## config.mk

```make
export PLATFORM = sky130hd
export DESIGN_NAME = i2c_master_byte_engine
export DESIGN_NICKNAME = d
export VERILOG_FILES = /design/src/design/i2cm_pkg.sv /design/src/design/i2c_master_byte_engine.sv /design/src/design/i2cm_front.sv /design/src/design/i2cm_engine.sv /design/src/design/i2cm_res_queue.sv
export SDC_FILE = /design/constraint.sdc
export NUM_CORES = 1
export LEC_CHECK = 0
export ABC_CLOCK_PERIOD_IN_PS = 4200
export BUFFER_PORTS_ARGS = -buffer_cell sky130_fd_sc_hd__clkbuf_2
export CAP_MARGIN = 40
export CORE_ASPECT_RATIO = 2
export CORE_UTILIZATION = 44
export DETAILED_ROUTE_END_ITERATION = 8
export PLACE_DENSITY = 0.68
export SLEW_MARGIN = 10
export SYNTH_ARGS = -nofsm -noshare
export SYNTH_HDL_FRONTEND = slang
export SYNTH_SLANG_ARGS = --single-unit
```

## constraint.sdc

```tcl
create_clock -name clk -period 4.2 [get_ports clk]
set_input_delay 0.21 -clock clk [delete_from_list [all_inputs] [get_ports clk]]
set_output_delay 0.21 -clock clk [all_outputs]
set_load 0.01 [all_outputs]
```

## src/design/i2cm_pkg.sv

```systemverilog
// ----------------------------------------------------------------------------
// i2cm_pkg: shared types and constants of the i2c master byte engine
// Command codes, queue words and phase constants used by all modules.
// ----------------------------------------------------------------------------
package i2cm_pkg;

  // raw action codes on the input port
  localparam logic [2:0] ACT_TICK  = 3'd0;
  localparam logic [2:0] ACT_START = 3'd1;
  localparam logic [2:0] ACT_STOP  = 3'd2;
  localparam logic [2:0] ACT_WRITE = 3'd3;
  localparam logic [2:0] ACT_READ  = 3'd4;

  // classified command, also the engine's active command
  typedef enum logic [4:0] {
    CMD_IDLE  = 5'b00001,
    CMD_START = 5'b00010,
    CMD_STOP  = 5'b00100,
    CMD_WRITE = 5'b01000,
    CMD_READ  = 5'b10000
  } cmd_t;

  // phase steps within a bit or a start/stop sequence
  localparam logic [1:0] STEP_LOW  = 2'd0;
  localparam logic [1:0] STEP_HIGH = 2'd1;
  localparam logic [1:0] STEP_END  = 2'd2;

  // bit positions
  localparam logic [3:0] ACK_BIT  = 4'd8;
  localparam logic [3:0] LAST_BIT = 4'd7;

  // phase_ticks register
  localparam int PHASE_TICKS_W = 16;
  localparam logic [PHASE_TICKS_W-1:0] PHASE_TICKS_RESET = 16'd1;

  // two-entry queues on both sides
  localparam logic [1:0] QUEUE_FULL = 2'd2;

  // word from the front to the engine
  typedef struct packed {
    cmd_t       cmd;
    logic [7:0] tx_byte;
    logic       send_ack;
    logic       sda_in;
  } item_t;

  // word from the engine to the result queue
  typedef struct packed {
    logic       scl;
    logic       sda;
    logic       busy;
    logic       done;
    logic [7:0] rx_byte;
    logic       ack_level;
    logic       rejected;
  } result_t;

endpackage

```

## src/design/i2c_master_byte_engine.sv

```systemverilog
// ----------------------------------------------------------------------------
// i2c_master_byte_engine: tick-stepped i2c bus master
// Top level: input queue with command decode, phase sequencer, result queue.
// ----------------------------------------------------------------------------
// Each input word is one bus tick: an action (tick, start, stop, write byte,
// read byte) plus the sampled SDA level, and each produces exactly one result
// word with the SCL/SDA drive levels after that tick and the status flags.
// The engine takes one word per clock while the result queue has room; a
// word passes through a two-entry input queue and the sequencer into a
// two-entry result queue, its result being registered into that queue when
// the word is accepted, and either side may stall without stopping the
// other until its queue fills.
// phase_ticks is written over the cfg channel, which is always ready.
module i2c_master_byte_engine #(
  parameter int TICK_COUNTER_WIDTH = 16
) (
  input  logic        clk,
  input  logic        rst,
  input  logic        cfg_valid,
  output logic        cfg_ready,
  input  logic [15:0] cfg_data,
  input  logic        push,
  output logic        full,
  input  logic [2:0]  action,
  input  logic [7:0]  tx_byte,
  input  logic        send_ack,
  input  logic        sda_in,
  output logic        empty,
  input  logic        pop,
  output logic        scl_out,
  output logic        sda_out,
  output logic        busy_res,
  output logic        done_res,
  output logic [7:0]  rx_byte,
  output logic        ack_level,
  output logic        rejected
);

  i2cm_pkg::item_t   item;
  i2cm_pkg::result_t res;
  i2cm_pkg::result_t head;
  logic              item_valid;
  logic              item_take;
  logic              res_valid;
  logic              res_ready;

  assign cfg_ready = 1'b1;

  // front: decode and queue input words
  i2cm_front u_front (
    .clk        (clk),
    .rst        (rst),
    .push       (push),
    .full       (full),
    .action     (action),
    .tx_byte    (tx_byte),
    .send_ack   (send_ack),
    .sda_in     (sda_in),
    .item_valid (item_valid),
    .item       (item),
    .item_take  (item_take)
  );

  // back: phase sequencer
  i2cm_engine #(
    .TICK_COUNTER_WIDTH (TICK_COUNTER_WIDTH)
  ) u_engine (
    .clk        (clk),
    .rst        (rst),
    .cfg_valid  (cfg_valid),
    .cfg_data   (cfg_data),
    .item_valid (item_valid),
    .item       (item),
    .item_take  (item_take),
    .res_ready  (res_ready),
    .res_valid  (res_valid),
    .res        (res)
  );

  // result queue
  i2cm_res_queue u_res_queue (
    .clk       (clk),
    .rst       (rst),
    .res_valid (res_valid),
    .res       (res),
    .res_ready (res_ready),
    .empty     (empty),
    .pop       (pop),
    .head      (head)
  );

  // result ports
  assign scl_out   = head.scl;
  assign sda_out   = head.sda;
  assign busy_res  = head.busy;
  assign done_res  = head.done;
  assign rx_byte   = head.rx_byte;
  assign ack_level = head.ack_level;
  assign rejected  = head.rejected;

endmodule

```

## src/design/i2cm_front.sv

```systemverilog
// ----------------------------------------------------------------------------
// i2cm_front: input side of the i2c master byte engine
// Accepts input words, decodes the action into a command and holds them in
// a two-entry queue until the engine takes them.
// ----------------------------------------------------------------------------
module i2cm_front (
  input  logic                 clk,
  input  logic                 rst,
  input  logic                 push,
  output logic                 full,
  input  logic [2:0]           action,
  input  logic [7:0]           tx_byte,
  input  logic                 send_ack,
  input  logic                 sda_in,
  output logic                 item_valid,
  output i2cm_pkg::item_t      item,
  input  logic                 item_take
);

  i2cm_pkg::item_t mem [2];
  i2cm_pkg::item_t new_item;
  logic            wr_ptr;
  logic            rd_ptr;
  logic [1:0]      count;
  logic            do_push;
  logic            do_pop;

  // action decode, unknown codes act as tick only
  always_comb begin
    new_item.tx_byte  = tx_byte;
    new_item.send_ack = send_ack;
    new_item.sda_in   = sda_in;
    case (action)
      i2cm_pkg::ACT_START: new_item.cmd = i2cm_pkg::CMD_START;
      i2cm_pkg::ACT_STOP:  new_item.cmd = i2cm_pkg::CMD_STOP;
      i2cm_pkg::ACT_WRITE: new_item.cmd = i2cm_pkg::CMD_WRITE;
      i2cm_pkg::ACT_READ:  new_item.cmd = i2cm_pkg::CMD_READ;
      default:             new_item.cmd = i2cm_pkg::CMD_IDLE;
    endcase
  end

  assign full       = (count == i2cm_pkg::QUEUE_FULL);
  assign item_valid = (count != 2'd0);
  assign item       = mem[rd_ptr];
  assign do_push    = push && !full;
  assign do_pop     = item_valid && item_take;

  // queue storage
  always_ff @(posedge clk) begin
    if (do_push) begin
      mem[wr_ptr] <= new_item;
    end
  end

  // queue pointers
  always_ff @(posedge clk) begin
    if (rst) begin
      wr_ptr <= 1'b0;
      rd_ptr <= 1'b0;
      count  <= 2'd0;
    end else begin
      if (do_push) wr_ptr <= ~wr_ptr;
      if (do_pop)  rd_ptr <= ~rd_ptr;
      if (do_push && !do_pop) count <= count + 2'd1;
      else if (do_pop && !do_push) count <= count - 2'd1;
    end
  end

endmodule

```

## src/design/i2cm_engine.sv

```systemverilog
// ----------------------------------------------------------------------------
// i2cm_engine: bus phase sequencer of the i2c master byte engine
// Takes one word per cycle while res_ready holds, advances the phase counter
// and SCL/SDA levels, shifts data bits, gives one result word per input word.
// ----------------------------------------------------------------------------
module i2cm_engine #(
  parameter int TICK_COUNTER_WIDTH = 16
) (
  input  logic                                  clk,
  input  logic                                  rst,
  input  logic                                  cfg_valid,
  input  logic [i2cm_pkg::PHASE_TICKS_W-1:0]    cfg_data,
  input  logic                                  item_valid,
  input  i2cm_pkg::item_t                       item,
  output logic                                  item_take,
  input  logic                                  res_ready,
  output logic                                  res_valid,
  output i2cm_pkg::result_t                     res
);

  localparam int W  = TICK_COUNTER_WIDTH;
  localparam int LW = (W > i2cm_pkg::PHASE_TICKS_W) ? W : i2cm_pkg::PHASE_TICKS_W;

  logic [i2cm_pkg::PHASE_TICKS_W-1:0] phase_ticks;
  logic                               scl_level,  scl_level_next;
  logic                               sda_level,  sda_level_next;
  logic [7:0]                         shift_reg,  shift_reg_next;
  logic [3:0]                         bit_index,  bit_index_next;
  logic [1:0]                         phase_step, phase_step_next;
  logic [W-1:0]                       tick_count, tick_count_next;
  i2cm_pkg::cmd_t                     active_command, active_command_next;
  logic                               ack_choice, ack_choice_next;
  logic                               ack_seen,   ack_seen_next;
  logic [7:0]                         received_byte, received_byte_next;

  logic [W-1:0]  tick_inc;
  logic [LW-1:0] pt_w;
  logic [LW-1:0] mask_w;
  logic [LW-1:0] limit;
  logic          rejected;
  logic          done;
  logic          finish;
  logic          do_load;
  logic [1:0]    lev;

  // scl/sda levels of a phase, returned as {scl, sda}
  function automatic logic [1:0] phase_levels(i2cm_pkg::cmd_t cmd, logic [1:0] st,
                                              logic [3:0] bi, logic msb, logic ackc,
                                              logic sda_old);
    logic scl_v;
    logic sda_v;
    scl_v = 1'b0;
    sda_v = sda_old;
    if (cmd == i2cm_pkg::CMD_START) begin
      scl_v = (st != i2cm_pkg::STEP_END);
      sda_v = (st == i2cm_pkg::STEP_LOW);
    end else if (cmd == i2cm_pkg::CMD_STOP) begin
      scl_v = (st != i2cm_pkg::STEP_LOW);
      sda_v = (st == i2cm_pkg::STEP_END);
    end else if (st == i2cm_pkg::STEP_LOW) begin
      scl_v = 1'b0;
      if (bi >= i2cm_pkg::ACK_BIT) begin
        sda_v = (cmd == i2cm_pkg::CMD_READ) ? ~ackc : 1'b1;
      end else if (cmd == i2cm_pkg::CMD_WRITE) begin
        sda_v = msb;
      end else begin
        sda_v = 1'b1;
      end
    end else if (st == i2cm_pkg::STEP_HIGH) begin
      scl_v = 1'b1;
    end else begin
      scl_v = 1'b0;
      sda_v = 1'b1;
    end
    return {scl_v, sda_v};
  endfunction

  assign item_take = item_valid && res_ready;
  assign res_valid = item_take;

  // phase length, zero as one, saturated to the counter range
  always_comb begin
    pt_w   = LW'(phase_ticks);
    mask_w = LW'({W{1'b1}});
    if (pt_w == '0) limit = LW'(1);
    else if (pt_w > mask_w) limit = mask_w;
    else limit = pt_w;
  end

  assign tick_inc = tick_count + W'(1);

  // next state for one tick
  always_comb begin
    scl_level_next      = scl_level;
    sda_level_next      = sda_level;
    shift_reg_next      = shift_reg;
    bit_index_next      = bit_index;
    phase_step_next     = phase_step;
    tick_count_next     = tick_count;
    active_command_next = active_command;
    ack_choice_next     = ack_choice;
    ack_seen_next       = ack_seen;
    received_byte_next  = received_byte;
    rejected            = 1'b0;
    done                = 1'b0;
    finish              = 1'b0;
    do_load             = 1'b0;
    if (active_command != i2cm_pkg::CMD_IDLE) begin
      rejected        = (item.cmd != i2cm_pkg::CMD_IDLE);
      tick_count_next = tick_inc;
      if (LW'(tick_inc) >= limit) begin
        tick_count_next = '0;
        if (active_command == i2cm_pkg::CMD_START ||
            active_command == i2cm_pkg::CMD_STOP) begin
          if (phase_step >= i2cm_pkg::STEP_END) begin
            finish = 1'b1;
          end else begin
            phase_step_next = phase_step + 2'd1;
            do_load         = 1'b1;
          end
        end else begin
          case (phase_step)
            i2cm_pkg::STEP_LOW: begin
              phase_step_next = i2cm_pkg::STEP_HIGH;
              do_load         = 1'b1;
            end
            i2cm_pkg::STEP_HIGH: begin
              if (bit_index < i2cm_pkg::ACK_BIT) begin
                if (active_command == i2cm_pkg::CMD_READ) begin
                  shift_reg_next = {shift_reg[6:0], item.sda_in};
                  if (bit_index == i2cm_pkg::LAST_BIT) begin
                    received_byte_next = {shift_reg[6:0], item.sda_in};
                  end
                end else begin
                  shift_reg_next = {shift_reg[6:0], 1'b0};
                end
                bit_index_next  = bit_index + 4'd1;
                phase_step_next = i2cm_pkg::STEP_LOW;
              end else begin
                if (active_command == i2cm_pkg::CMD_WRITE) ack_seen_next = item.sda_in;
                phase_step_next = i2cm_pkg::STEP_END;
              end
              do_load = 1'b1;
            end
            default: begin
              finish = 1'b1;
            end
          endcase
        end
        if (finish) begin
          active_command_next = i2cm_pkg::CMD_IDLE;
          phase_step_next     = i2cm_pkg::STEP_LOW;
          bit_index_next      = 4'd0;
          done                = 1'b1;
        end
      end
    end else if (item.cmd != i2cm_pkg::CMD_IDLE) begin
      active_command_next = item.cmd;
      phase_step_next     = i2cm_pkg::STEP_LOW;
      bit_index_next      = 4'd0;
      tick_count_next     = '0;
      if (item.cmd == i2cm_pkg::CMD_WRITE) shift_reg_next = item.tx_byte;
      if (item.cmd == i2cm_pkg::CMD_READ) begin
        shift_reg_next  = 8'd0;
        ack_choice_next = item.send_ack;
      end
      do_load = 1'b1;
    end
    lev = phase_levels(active_command_next, phase_step_next, bit_index_next,
                       shift_reg_next[7], ack_choice_next, sda_level);
    if (do_load) begin
      scl_level_next = lev[1];
      sda_level_next = lev[0];
    end
  end

  // result word, levels after this tick
  always_comb begin
    res.scl       = scl_level_next;
    res.sda       = sda_level_next;
    res.busy      = (active_command_next != i2cm_pkg::CMD_IDLE);
    res.done      = done;
    res.rx_byte   = received_byte_next;
    res.ack_level = ack_seen_next;
    res.rejected  = rejected;
  end

  // phase_ticks register
  always_ff @(posedge clk) begin
    if (rst) begin
      phase_ticks <= i2cm_pkg::PHASE_TICKS_RESET;
    end else if (cfg_valid) begin
      phase_ticks <= cfg_data;
    end
  end

  // engine state
  always_ff @(posedge clk) begin
    if (rst) begin
      scl_level      <= 1'b1;
      sda_level      <= 1'b1;
      shift_reg      <= 8'd0;
      bit_index      <= 4'd0;
      phase_step     <= i2cm_pkg::STEP_LOW;
      tick_count     <= '0;
      active_command <= i2cm_pkg::CMD_IDLE;
      ack_choice     <= 1'b0;
      ack_seen       <= 1'b1;
      received_byte  <= 8'd0;
    end else if (item_take) begin
      scl_level      <= scl_level_next;
      sda_level      <= sda_level_next;
      shift_reg      <= shift_reg_next;
      bit_index      <= bit_index_next;
      phase_step     <= phase_step_next;
      tick_count     <= tick_count_next;
      active_command <= active_command_next;
      ack_choice     <= ack_choice_next;
      ack_seen       <= ack_seen_next;
      received_byte  <= received_byte_next;
    end
  end

endmodule

```

## src/design/i2cm_res_queue.sv

```systemverilog
// ----------------------------------------------------------------------------
// i2cm_res_queue: result side of the i2c master byte engine
// Two-entry queue of result words, read out through empty and pop.
// ----------------------------------------------------------------------------
module i2cm_res_queue (
  input  logic              clk,
  input  logic              rst,
  input  logic              res_valid,
  input  i2cm_pkg::result_t res,
  output logic              res_ready,
  output logic              empty,
  input  logic              pop,
  output i2cm_pkg::result_t head
);

  i2cm_pkg::result_t mem [2];
  logic              wr_ptr;
  logic              rd_ptr;
  logic [1:0]        count;
  logic              do_push;
  logic              do_pop;

  assign res_ready = (count != i2cm_pkg::QUEUE_FULL);
  assign empty     = (count == 2'd0);
  assign head      = mem[rd_ptr];
  assign do_push   = res_valid && res_ready;
  assign do_pop    = pop && !empty;

  // queue storage
  always_ff @(posedge clk) begin
    if (do_push) begin
      mem[wr_ptr] <= res;
    end
  end

  // queue pointers
  always_ff @(posedge clk) begin
    if (rst) begin
      wr_ptr <= 1'b0;
      rd_ptr <= 1'b0;
      count  <= 2'd0;
    end else begin
      if (do_push) wr_ptr <= ~wr_ptr;
      if (do_pop)  rd_ptr <= ~rd_ptr;
      if (do_push && !do_pop) count <= count + 2'd1;
      else if (do_pop && !do_push) count <= count - 2'd1;
    end
  end

endmodule
```

# Word-level counts from Yosys, hierarchy flattened
# Memories as Yosys holds them, arrays and structs flattened. A register that Yosys moved wholly into a read port is not among the register bits.
# Index checks and enable logic that the tools add are counted.
classes:
  n_addsub: 7
  n_lt_le_gt_ge: 5
  n_eq_ne: 28
  n_mux: 90
  n_bitwise: 5
  reduce_logical: 29
ops:
  columns: ["cell", "count"]
  rows:
  - ["8-bit two-way mux", 15]
  - ["16-bit two-way mux", 5]
  - ["1-bit two-way mux", 46]
  - ["4-bit two-way mux", 7]
  - ["2-bit two-way mux", 11]
  - ["5-bit two-way mux", 4]
  - ["5-bit case mux with 4 select lines", 1]
  - ["16-bit by 1-bit adder with 16-bit output (second input constant)", 1]
  - ["16-bit >= comparator", 1]
  - ["16-bit > comparator (second input constant)", 1]
  - ["16-bit zero test", 1]
  - ["5-bit by 4-bit == test with 1-bit output (second input constant)", 3]
  - ["5-bit == test (second input constant)", 3]
  - ["5-bit by 1-bit != test with 1-bit output (second input constant)", 3]
  - ["2-bit != test (second input constant)", 6]
  - ["5-bit by 2-bit == test with 1-bit output (second input constant)", 2]
  - ["5-bit by 3-bit == test with 1-bit output (second input constant)", 2]
  - ["2-bit nonzero test", 5]
  - ["1-bit logical AND", 9]
  - ["7-bit AND reduction", 1]
  - ["2-bit by 1-bit adder with 2-bit output (second input constant)", 3]
  - ["3-bit by 2-bit == test with 1-bit output (second input constant)", 2]
  - ["1-bit zero test", 6]
  - ["2-bit zero test", 3]
  - ["other kinds (16)", 23]
word_totals:
  reg_bits: 71
  mem_bits_rw: 58
  input_bits: 34
  output_inout_bits: 17
  wordCells: 184
  n_memories: 2
memory_table:
  columns: ["name", "words", "word_bits", "read_ports", "rd_ports_with_merged_regs", "wr", "line_no", "source"]
  rows:
  - ["u_front.mem", 2, 15, 1, 1, 1, "i2cm_front.sv:20", "i2cm_pkg::item_t mem [2];"]
  - ["u_res_queue.mem", 2, 14, 1, 1, 1, "i2cm_res_queue.sv:16", "i2cm_pkg::result_t mem [2];"]

# Depth between registers and ports, before layout
logic_depth:
  depth_word: 16
  ltp_mapped: 18
  ltp_nobuf: 16

# Modules after synthesis
# A second synthesis with hierarchy kept.
hier_totals:
  hier_cells: 616
  hier_area_um2: 6409.9
by_module_without_submodules:
  columns: ["mod", "instances", "cells_per_inst", "area_per_inst_um2", "seq_area_each_um2"]
  rows:
  - ["i2cm_engine", 1, 469, 3829.9, 1261.2]
  - ["i2cm_front", 1, 78, 1345.0, 1001.0]
  - ["i2cm_res_queue", 1, 67, 1223.7, 940.9]
  - ["i2c_master_byte_engine", 1, 2, 11.3, 0.0]

# Worst setup path after synthesis
# No wires, ideal clock.
synth_path:
  kind: "register to register"
  from: "register u_engine.tick_count[0]"
  to: "memory u_res_queue.mem[0][12] in the netlist's numbering, data pin"
  setup_time_ns: 0.276
  arrival_time_ns: 3.952
  t_required_ns: 3.924
  slack_ns: -0.028
  path_stages_with_launch: 17
  n_path_buf: 0
  synth_period_minus_slack_ns: 4.228
  cell_sequence: "dfxtp_1 -> ha_1 -> nand3_1 -> nor3_1 -> and3_1 -> and3_1 -> nand3_1 -> xnor2_1 -> ha_1 -> nand4_2 -> a211o_1 -> o32a_4 -> a21oi_4 -> a32oi_1 -> or4_1 -> a21oi_1 -> o31ai_1"
synth_rtl:
  columns: ["item", "line_no", "source"]
  rows:
  - ["start: declaration", "i2cm_engine.sv:30", "logic [W-1:0] tick_count, tick_count_next;"]
  - ["start signal: assignment", "i2cm_engine.sv:216", "tick_count <= tick_count_next;"]
  - ["end: declaration", "i2cm_res_queue.sv:16", null]

==> run summary <==
The share of the Yosys chip area taken by registers is 0.489. The slowest cell on the critical path is sky130_fd_sc_hd__or4_4. In this design, the stage delay of the slowest critical-path cell is 510 ps. The clock tree synthesis step divided the H-tree into 4 levels. Of all cell types, the one taking the most synthesized area is sky130_fd_sc_hd__edfxtp_1. The core area came out at 14,400 um^2. The wire length per cell is 17.9 um. The endpoint identified for the worst register-to-register timing path is u_res_queue.mem[1][12]. The core occupancy in the finished layout came out at 0.550. By area the synthesized netlist is led by sky130_fd_sc_hd__edfxtp_1 (27%), sky130_fd_sc_hd__dfxtp_1 (22%), sky130_fd_sc_hd__mux2_2 (5.7%). The compound-gate portion of the synthesized area is 0.142. Leaving out fill and tap cells, the most frequent cell in the layout is sky130_fd_sc_hd__nor2_1. The x dimension of the die is roughly 88 um.

The cell total after placement is 872. The antenna diode count came out at 0. The number of warnings issued by yosys came out at 0.

The worst hold path belongs to the class input pin to flip-flop. The sum of overflow across all layers after global routing came out at 0. The count of vias placed by the detailed router came out at 5,065. For this run, the total global-route usage over all layers was measured as 0.225.

In the final layout, the registers with the most flip-flops are u_front.mem x30, u_res_queue.mem x28. The fraction of synthesized area in multiplexers came out at 0.102. At the worst endpoint, the required time is 4360 ps. The starting DRC count in detailed routing came out at about 320. The adder-cell area share of the yosys netlist is 0.0382. The total power of the final layout is 5.24 mW. The vertical die dimension came out at 175 um. Max-cap violations in this run came to 0.

The worst register-to-register path begins at u_engine.tick_count[0]. For this run, the top clock speed supported by timing is 248 MHz. The net count after synthesis is 692. The post-detailed-routing wire length came out at 16,400 um. For this design the ratio of total power to cell area is 659 nW/um^2. CTS placed an instance of sky130_fd_sc_hd__clkbuf_16 at the clock tree root.

Measured in cells, the most critical reg-to-reg path has a length of 16. The flip-flop cell with the highest count after synthesis is sky130_fd_sc_hd__dfxtp_1. In the final layout, the share of cells above drive strength 1 is 0.256. Tracing the worst setup path back leads to its startpoint at u_engine.tick_count[0]. The signal on the critical path passes through ha_4 > nand3_2 > nor3_2 > and3_1 > and3_1 > nand3_1 > xnor2_2 > ha_4 > nand4_4 > a211o_1 > o32a_4 > a21oi_4 > a32oi_2 > or4_4 > a21oi_2 > o31ai_1.

The basic-gate share of the synthesized area counting and, or, nand and nor cells came out at 0.157. The post-synthesis sequential element count came out at between 100 and 150. The initial antenna violation count came out at 0. The final cell count without fillers came out at 916.

The number of standard-cell rows in the floorplan is 62. The sum of negative setup slack is 0 ps. The final worst-path cycle share came out at 0.961. The final instance area is 7940 um^2. The fraction of registers with async set/reset came out at 0.

The initial utilization of the core area, before any placement, comes to 0.454. The final setup slack of the worst path came out at about 160 ps. The number of flip-flops under the largest register name is 30. The first-pass GRT wire length came out at 25,600 um. The clock sink total is roughly 130. The number of flops mapped to enable cells by yosys is 58. Clock latency on the worst-skew pair, taken at its later pin, is roughly 420 ps. The library cells used most frequently in the layout, excluding fill and tap cells, are sky130_fd_sc_hd__nor2_1 (90), sky130_fd_sc_hd__dfxtp_1 (66), sky130_fd_sc_hd__edfxtp_1 (58). The register with the most flip-flops is u_front.mem. The number of pins exceeding their max-slew limit in the final report came out at 0.

The standard cell area after detailed placement came out at between 7000 and 8000 um^2. STA classifies the critical path endpoint as a flip-flop. The fraction of synthesized cell area taken by the top area cell type is 0.266.

The DRC violation count after routing is 0. For this run, the detailed router's first-pass iteration total came to 5. The final count of hold timing violations is 0.

The clock period minus final worst setup slack came out at approximately 4000 ps. The xor/xnor cell area share of the yosys netlist came out at 0.0334. On the final layout, the worst clock skew is around 9.5 ps.

Data arrives at the worst endpoint at 4200 ps. TritonCTS built the clock tree. The number of primary I/O pins came out at 51.

The final RePlAce weighted congestion is about 0.97. Setup repair after global routing could not meet its margin everywhere. The worst hold-check slack is 26.5 ps. Clock tree synthesis inserted a total of 17 buffers. The synthesized netlist occupies a cell area of 6550 um^2.

Setup violations remaining at the end of the flow were counted as 0. The placed wire-length estimate came out at 12,100 um. The largest family of logic cells by synthesized area is simple AND/OR/NAND/NOR gates. By startpoint and endpoint, the worst setup path is classified as flip-flop to flip-flop. STA classifies the critical path startpoint as a flip-flop.

The full die area is 15,400 um^2. The register-to-register path setup slack came out at 160 ps. Entering global routing, the biggest net connects 74 pins. The port buffer count is between 40 and 50.

After filler insertion, the fill cell instance count of the layout stands at 1,308. The post-synthesis area per instance is 10.3 um^2. Prior to clock tree synthesis, the placed netlist has a worst setup slack of -52.5 ps. Relative to the synthesized area, the layout overhead comes to 21.3%. The number of vias per cell after detailed routing is 5.53. The number of routed nets with antenna violations is 0. The leakage power figure came out at 3.05 nW. After the last flow step, the layout net total stands at 765. The highest ir drop seen on vdd came out at 0.318 mV. The clock-pin slew on the worst setup and hold paths came out at about 60 ps. The unique cell type count in the Yosys netlist came out at between 70 and 80. The number of instances in the synthesized netlist is 638. The relative slew slack came out at 0.414. The largest fanout on the critical path came out at 6. The critical path ends at u_res_queue.mem[1][12]. The via count of the first global-routing pass is 5,235.

At the pin with the least slew margin, the transition time is just under 900 ps. The flow ran to the end, and the final reports show no timing, DRC or antenna violations. The worst-case clock buffer depth came out at 2.
## power breakdown
part           switching (mW)  internal [mW]
clock                   0.550          0.981
sequential              0.188           1.63
combinational            1.18          0.707
total                    1.92           3.32
## critical path: cells and delay by family (launching register included)
kind / cells / cell delay (ps)
flip-flops: 1 / 390
XOR/XNOR: 1 / 210
AO/OA/AOI/OAI: 6 / 1320
AND/OR/NAND/NOR: 7 / 1380
adder cells (fa/ha/maj): 2 / 470
## cell type report
cell class / instances / area, um^2 / area share
clock buffer: 22 / 508 / 0.0640
clock inverter: 10 / 118 / 0.0148
inverter: 26 / 97.6 / 0.0123
multi-input combinational: 450 / 3220 / 0.405
sequential: 131 / 3220 / 0.405
tap: 192 / 240 / 0.0302
timing repair buffer: 85 / 547 / 0.0688
## synth_stat cells (3+ instances only)
cell / count
sky130_fd_sc_hd__and2_1: 7
sky130_fd_sc_hd__a211oi_1: 8
sky130_fd_sc_hd__and4_1: 4
sky130_fd_sc_hd__nor3b_1: 10
sky130_fd_sc_hd__or2_2: 4
sky130_fd_sc_hd__nor3_1: 10
sky130_fd_sc_hd__o31ai_1: 4
sky130_fd_sc_hd__and3_1: 6
sky130_fd_sc_hd__ha_1: 20
sky130_fd_sc_hd__o21ai_1: 3
sky130_fd_sc_hd__or3b_2: 3
sky130_fd_sc_hd__a22oi_1: 13
sky130_fd_sc_hd__inv_1: 26
sky130_fd_sc_hd__edfxtp_1: 58
sky130_fd_sc_hd__o21ai_0: 26
sky130_fd_sc_hd__o211ai_1: 4
sky130_fd_sc_hd__a211o_1: 3
sky130_fd_sc_hd__a32oi_1: 4
sky130_fd_sc_hd__o22ai_1: 3
sky130_fd_sc_hd__nand4_1: 5
sky130_fd_sc_hd__buf_2: 3
sky130_fd_sc_hd__xor2_1: 16
sky130_fd_sc_hd__xnor2_1: 9
sky130_fd_sc_hd__a21oi_1: 36
sky130_fd_sc_hd__or3_1: 5
sky130_fd_sc_hd__dfxtp_1: 73
sky130_fd_sc_hd__nand3_1: 11
sky130_fd_sc_hd__clkbuf_1: 22
sky130_fd_sc_hd__mux2i_1: 28
sky130_fd_sc_hd__o21a_1: 5
sky130_fd_sc_hd__nor4_1: 5
sky130_fd_sc_hd__nand2_1: 34
sky130_fd_sc_hd__nor2_1: 91
sky130_fd_sc_hd__mux2_2: 33
## what timing repair did
action,in CTS,in global routing
cloned,0,0
pin swaps,0,13
hold endpoints to repair,21,0
hold buffers,11,0
endpoints found under the setup margin,13,50
setup buffers,0,1
gates resized for setup,4,26
## logic make-up (layout without fill, tap and decap cells)
family | count (synthesis) | after routing
buffers and inverters | 57 | 143
other | 1 | 1
DFF | 131 | 131
AOI/OAI and AO/OA | 132 | 132
muxes | 62 | 62
and+or+nand+nor | 210 | 210
xor gates and xnor gates | 25 | 25
adders and majority gates | 20 | 20
## metal layers
metal / global-route usage / vias to the layer above / share of wire
met1: 0.194 / 2416 / 0.33
met2: 0.425 / 123 / 0.57
met3: 0.0389 / 54 / 0.025
met5: 0 / - / 0
met4: 0.181 / 0 / 0.072
li1: - / 2472 / -
## worst min-delay path by stage
stage                     slack, ps                 endpoint   startpoint  depth (start not counted)
final                            30  u_engine.phase_ticks[6]  cfg_data[6]                          3
after global routing             40  u_engine.phase_ticks[8]  cfg_data[8]                          3
after CTS                        10  u_engine.phase_ticks[6]  cfg_data[6]                          3
after detailed placement        410        u_front.mem[0][9]   tx_byte[7]                          1
after global placement          400        u_front.mem[0][9]   tx_byte[7]                          1
after floorplan                 310        u_front.mem[0][0]       sda_in                          0
Power figures use the tool's default switching activity.
